--- src/hw/rtl/lsed_pkg.sv ---
package lsed_pkg;

	localparam int FRAC_BITS = 16;
	localparam int DIV_BITS = 32 + FRAC_BITS;
	localparam int DIV_LAT = DIV_BITS + 2;
	localparam int MUL_LAT = 5;

	localparam logic signed [63:0] ONE_Q = 64'sd1 <<< FRAC_BITS;
	localparam logic signed [63:0] S64_MAX = 64'sh7FFF_FFFF_FFFF_FFFF;
	localparam logic signed [63:0] S64_MIN = 64'sh8000_0000_0000_0000;
	localparam logic signed [31:0] S32_MAX = 32'sh7FFF_FFFF;
	localparam logic signed [31:0] S32_MIN = 32'sh8000_0000;

	typedef enum logic [1:0] {
		REG_INV_DX      = 2'd0,
		REG_CELL_VOLUME = 2'd1,
		REG_FLUID_ON    = 2'd2
	} cfg_reg_t;

	typedef struct packed {
		logic signed [31:0] fluid_energy;
		logic [30:0]        lorentz_factor;
		logic signed [31:0] kappa_factor;
		logic signed [31:0] field_momentum;
		logic signed [31:0] phi_x_plus;
		logic signed [31:0] phi_x_minus;
		logic signed [31:0] phi_y_plus;
		logic signed [31:0] phi_y_minus;
		logic signed [31:0] phi_z_plus;
		logic signed [31:0] phi_z_minus;
	} site_t;

	typedef struct packed {
		logic signed [31:0] density;
		logic               saturated;
	} result_t;

	typedef struct packed {
		logic               ovf;
		logic signed [63:0] value;
	} sat_t;

	function automatic sat_t sat_add(input logic signed [63:0] a, input logic signed [63:0] b);
		logic [64:0] s;
		sat_t r;
		s = {a[63], a} + {b[63], b};
		r.ovf = s[64] ^ s[63];
		r.value = r.ovf ? (s[64] ? S64_MIN : S64_MAX) : s[63:0];
		return r;
	endfunction

endpackage

--- src/hw/rtl/lsed_mulq.sv ---
module lsed_mulq #(
	parameter int WA = 32,
	parameter int WB = 32
) (
	input  logic                 clk,
	input  logic                 en,
	input  logic signed [WA-1:0] a,
	input  logic signed [WB-1:0] b,
	output logic signed [63:0]   p,
	output logic                 clip
);
	import lsed_pkg::*;

	localparam int NA = (WA + 31) / 32;
	localparam int NB = (WB + 31) / 32;
	localparam int LA = NA * 32;
	localparam int LB = NB * 32;
	localparam int PW = 128;
	localparam int HW = PW - FRAC_BITS - 64;

	logic [WA-1:0]      abs_a;
	logic [WB-1:0]      abs_b;
	logic [LA-1:0]      ma_s1;
	logic [LB-1:0]      mb_s1;
	logic               neg_s1, neg_s2, neg_s3, neg_s4;
	logic [63:0]        pp_s2 [NA][NB];
	logic [PW-1:0]      row   [NA];
	logic [PW-1:0]      row_s3 [NA];
	logic [PW-1:0]      prod;
	logic [PW-1:0]      prod_s4;
	logic [HW-1:0]      rhi;
	logic [63:0]        rlo;
	logic signed [63:0] res;
	logic               res_clip;
	logic signed [63:0] p_s5;
	logic               clip_s5;

	assign abs_a = a[WA-1] ? WA'(-a) : WA'(a);
	assign abs_b = b[WB-1] ? WB'(-b) : WB'(b);

	always_comb begin
		for (int i = 0; i < NA; i++) begin
			row[i] = '0;
			for (int j = 0; j < NB; j++) begin
				row[i] = row[i] + (PW'(pp_s2[i][j]) << (32 * j));
			end
		end
	end

	always_comb begin
		prod = '0;
		for (int i = 0; i < NA; i++) begin
			prod = prod + (row_s3[i] << (32 * i));
		end
	end

	// magnitude truncated by FRAC_BITS, then clipped to the signed 64-bit range
	always_comb begin
		rhi = prod_s4[PW-1:FRAC_BITS+64];
		rlo = prod_s4[FRAC_BITS+63:FRAC_BITS];
		res_clip = 1'b0;
		if (|rhi) begin
			res_clip = 1'b1;
			res = neg_s4 ? S64_MIN : S64_MAX;
		end else if (!neg_s4 && rlo[63]) begin
			res_clip = 1'b1;
			res = S64_MAX;
		end else if (neg_s4 && rlo > 64'h8000_0000_0000_0000) begin
			res_clip = 1'b1;
			res = S64_MIN;
		end else begin
			res = neg_s4 ? -rlo : rlo;
		end
	end

	always_ff @(posedge clk) begin
		if (en) begin
			ma_s1   <= LA'(abs_a);
			mb_s1   <= LB'(abs_b);
			neg_s1  <= a[WA-1] ^ b[WB-1];
			neg_s2  <= neg_s1;
			neg_s3  <= neg_s2;
			neg_s4  <= neg_s3;
			for (int i = 0; i < NA; i++) begin
				for (int j = 0; j < NB; j++) begin
					pp_s2[i][j] <= 64'(ma_s1[32*i +: 32]) * 64'(mb_s1[32*j +: 32]);
				end
				row_s3[i] <= row[i];
			end
			prod_s4 <= prod;
			p_s5    <= res;
			clip_s5 <= res_clip;
		end
	end

	assign p = p_s5;
	assign clip = clip_s5;
endmodule

--- config.mk ---
export PLATFORM = sky130hd
export DESIGN_NAME = lsed_mulq
export DESIGN_NICKNAME = d
export VERILOG_FILES = /design/src/hw/rtl/lsed_pkg.sv /design/src/hw/rtl/lsed_mulq.sv
export SDC_FILE = /design/constraint.sdc
export NUM_CORES = 2
export LEC_CHECK = 0
export BUFFER_PORTS_ARGS = -buffer_cell sky130_fd_sc_hd__clkbuf_2
export CORE_UTILIZATION = 45
export DETAILED_ROUTE_END_ITERATION = 12
export HOLD_SLACK_MARGIN = 0.1
export MAX_ROUTING_LAYER = met4
export SLEW_MARGIN = 20
export SYNTH_ARGS = -nofsm -noshare
export SYNTH_HDL_FRONTEND = slang
export SYNTH_SLANG_ARGS = --single-unit
--- constraint.sdc ---
create_clock -name clk -period 14.7 [get_ports clk]
set_input_delay 0.735 -clock clk [delete_from_list [all_inputs] [get_ports clk]]
set_output_delay 0.735 -clock clk [all_outputs]
set_load 0.1 [all_outputs]
==> qor.yml <==
postCtsHoldBufs: 0
hp-class: "input port to flop"
ctsResizeCount: 0
critPathLaunchType: "flop"
die_area_sq_um: 98000
cts_setup_buffers: 0
setup_viol: 0
crit_fanout: 32
finalHoldViolCount: 0
grt_pass1_vias: 31233
nNetsFinal: 5475
rsz0062_at_grt: "no"
antenna_found_initial: 2
finClkSkew_ns: 0.0382
cts_buffer_depth: 3
firstDrtPassIters: 6
cp_cell_sequence: "buf_4 -> and2_1 -> fa_1 -> fa_1 -> inv_1 -> fa_1 -> fa_1 -> inv_1 -> fa_1 -> fa_1 -> fa_1 -> fa_1 -> ha_1 -> a21oi_1 -> o21ai_0 -> a221oi_1 -> o21ai_0 -> o311ai_0 -> nand2_1 -> a221oi_1 -> o21bai_1 -> xnor2_1"
rows: 113
max-slew-margin-rel: 0.304
pin_count: 131
gp_congestion: 0.901
worst_path_max_delay_cell: "o311ai_0"
layout_common_cells: "fa_1 (895), inv_1 (881), and2_1 (629)"
ys_types: 54
initial_core_util: 0.456
ant_nets: 0
period_share: 0.587
cp-end-kind: "flop"
portBuffers: 129
synth_area_leader_cell: "fa_1"
die_x_um: 313
cts-root-buf: "clkbuf_16"
cts_tree: "yes"
cp.required_ns: 15.05
maxCapViolCount: 0
drtIter0Drc: 1953
synth_top_area_frac: 0.412
ys_ff_latch: 276
tightest_slew_ns: 1.04
grt_pass1_wl_mm: 177
synthArstFlopShare: 0
whs_path_depth: 1
die_h_um: 313
worstSetupPathType: "flop to flop"
final_common_cell: "fa_1"
yosysWarnings: 0
outcome: "finished clean"
dp_hpwl_mm: 82.6
max_freq_ghz: 0.116
fillCellCount: 8998
drv_slew: 0
synthesis.nets: 5467
route.detailed.drc: 0
clkLatencyLatePin_ns: 0.63
cp_slowest_stage_delay_ns: 0.85
postSynthCellCount: 4243
ys_seq_area_frac: 0.190
min_period_ns: 8.62
vias_per_cell: 5.23
grt_max_degree: 135
cts_buffers: 31
cts-htree-levels: 1
clock-sinks: 276
synth_area_sq_um: 43500
synth.avg_cell_area_sq_um: 10.3
drive_gt1_frac: 0.0590
worstPathArrival_ns: 8.97
synth_area_leaders: "fa_1 (41%), edfxtp_1 (19%), and2_1 (9.0%), inv_1 (7.6%), ha_1 (7.6%)"
vias: 28958
wl_per_cell_um: 20.2
synth_edf_count: 276
ff2ff_path_depth: 22
wirelength_mm: 112
path_clk_slew_ns: 0.06
path_common_cell: "fa_1"
tns_ns: 0
overflow: 0
syn_to_final_growth_pct: 6.70
grt_usage: 0.243
core-area_sq_um: 95400
yosys_most_used_dff: "edfxtp_1"
-- registers in the layout (all words and copies together) (netlist names) --
signal,count
p,64
neg_s2,1
ma_s1,32
pp_s2,48
neg_s3,1
mb_s1,32
row_s3,48
prod_s4,48
neg_s4,1
neg_s1,1
-- routing by layer --
layer | share of wire | routed length (um) | track usage
met1 | 0.44 | 49400 | 0.336
met2 | 0.45 | 50300 | 0.371
met3 | 0.085 | 9490 | 0.0468
met4 | 0.025 | 2750 | 0.0579
met5 | 0 | 0 | -
-- kinds of logic (layout without fill, tap and decap cells) --
kind of cell               after synthesis  count (layout)  synth area share
and+or+nand+nor                       1264            1264             0.153
adders and majority gates             1158            1158             0.487
buffers and inverters                 1102            1133            0.0951
AOI/OAI and AO/OA                      286             286            0.0427
DFF                                    276             276             0.190
xor gates and xnor gates               156             156            0.0314
other                                    1               2         0.0000861
-- layout make-up --
cell class,instances,area (sq um),share of cell area
Multi-Input combinational cell,2865,31100,0.670
Sequential cell,276,8290,0.178
Inverter,881,3310,0.0712
Tap cell,1265,1580,0.0341
Timing Repair Buffer,196,1160,0.0249
Clock buffer,36,795,0.0171
Clock inverter,20,203,0.00436
Antenna cell,1,2.50,0.0000539
-- worst paths after layout --
check	startpoint	end	slack [ns]
worst min-delay path	b[0]	mb_s1[0]	0.34
worst max register to register	mb_s1[10]	pp_s2[0][63]	6.08
worst min register to register	pp_s2[0][52]	row_s3[0][52]	0.41
worst max-delay path	mb_s1[10]	pp_s2[0][63]	6.08
-- through the flow --
| stage | setup WS, ns | instance area [sq um] | util | std cells | hold WS, ns |
|---|---|---|---|---|---|
| floorplan | 7.47 | 43500 | - | 4243 | 0.400 |
| global placement | 6.42 | 45400 | 0.476 | 5483 | 0.401 |
| detailed placement | 6.20 | 45400 | 0.476 | 5483 | 0.405 |
| CTS | 6.18 | 46400 | 0.487 | 5539 | 0.300 |
| global route | 5.88 | 46400 | 0.487 | 5539 | 0.325 |
| finish | 6.08 | 46400 | 0.487 | 5540 | 0.336 |
-- cells in the mapped netlist, types with 3 or more instances --
| cell | number |
|---|---|
| a211oi_1 | 6 |
| a21o_1 | 30 |
| a21oi_1 | 79 |
| a221oi_1 | 5 |
| a31oi_1 | 7 |
| and2_1 | 629 |
| and3_1 | 3 |
| buf_1 | 3 |
| clkbuf_1 | 217 |
| edfxtp_1 | 276 |
| fa_1 | 895 |
| ha_1 | 263 |
| inv_1 | 881 |
| nand2_1 | 477 |
| nand2b_1 | 21 |
| nand3_1 | 9 |
| nand3b_1 | 4 |
| nand4_1 | 16 |
| nor2_1 | 37 |
| nor3_1 | 10 |
| nor4_1 | 7 |
| o211ai_1 | 5 |
| o21a_1 | 8 |
| o21ai_0 | 69 |
| o21bai_1 | 12 |
| o31ai_1 | 26 |
| o41a_1 | 9 |
| o41ai_1 | 14 |
| or3_1 | 19 |
| or3_4 | 3 |
| or4_1 | 16 |
| xnor2_1 | 133 |
| xor2_1 | 23 |
-- worst max-delay path, delay by kind of cell (launching register included) --
family,cells,cell delay (ns)
AO/OA/AOI/OAI,7,2.44
adder cells (fa/ha/maj),9,4.33
buffers and inverters,3,0.56
AND/OR/NAND/NOR,2,0.53
flip-flops,1,0.33
XOR/XNOR,1,0.14
Power is not shown: default switching activity piles up to over one toggle a cycle in this logic, so the estimate is an artifact.
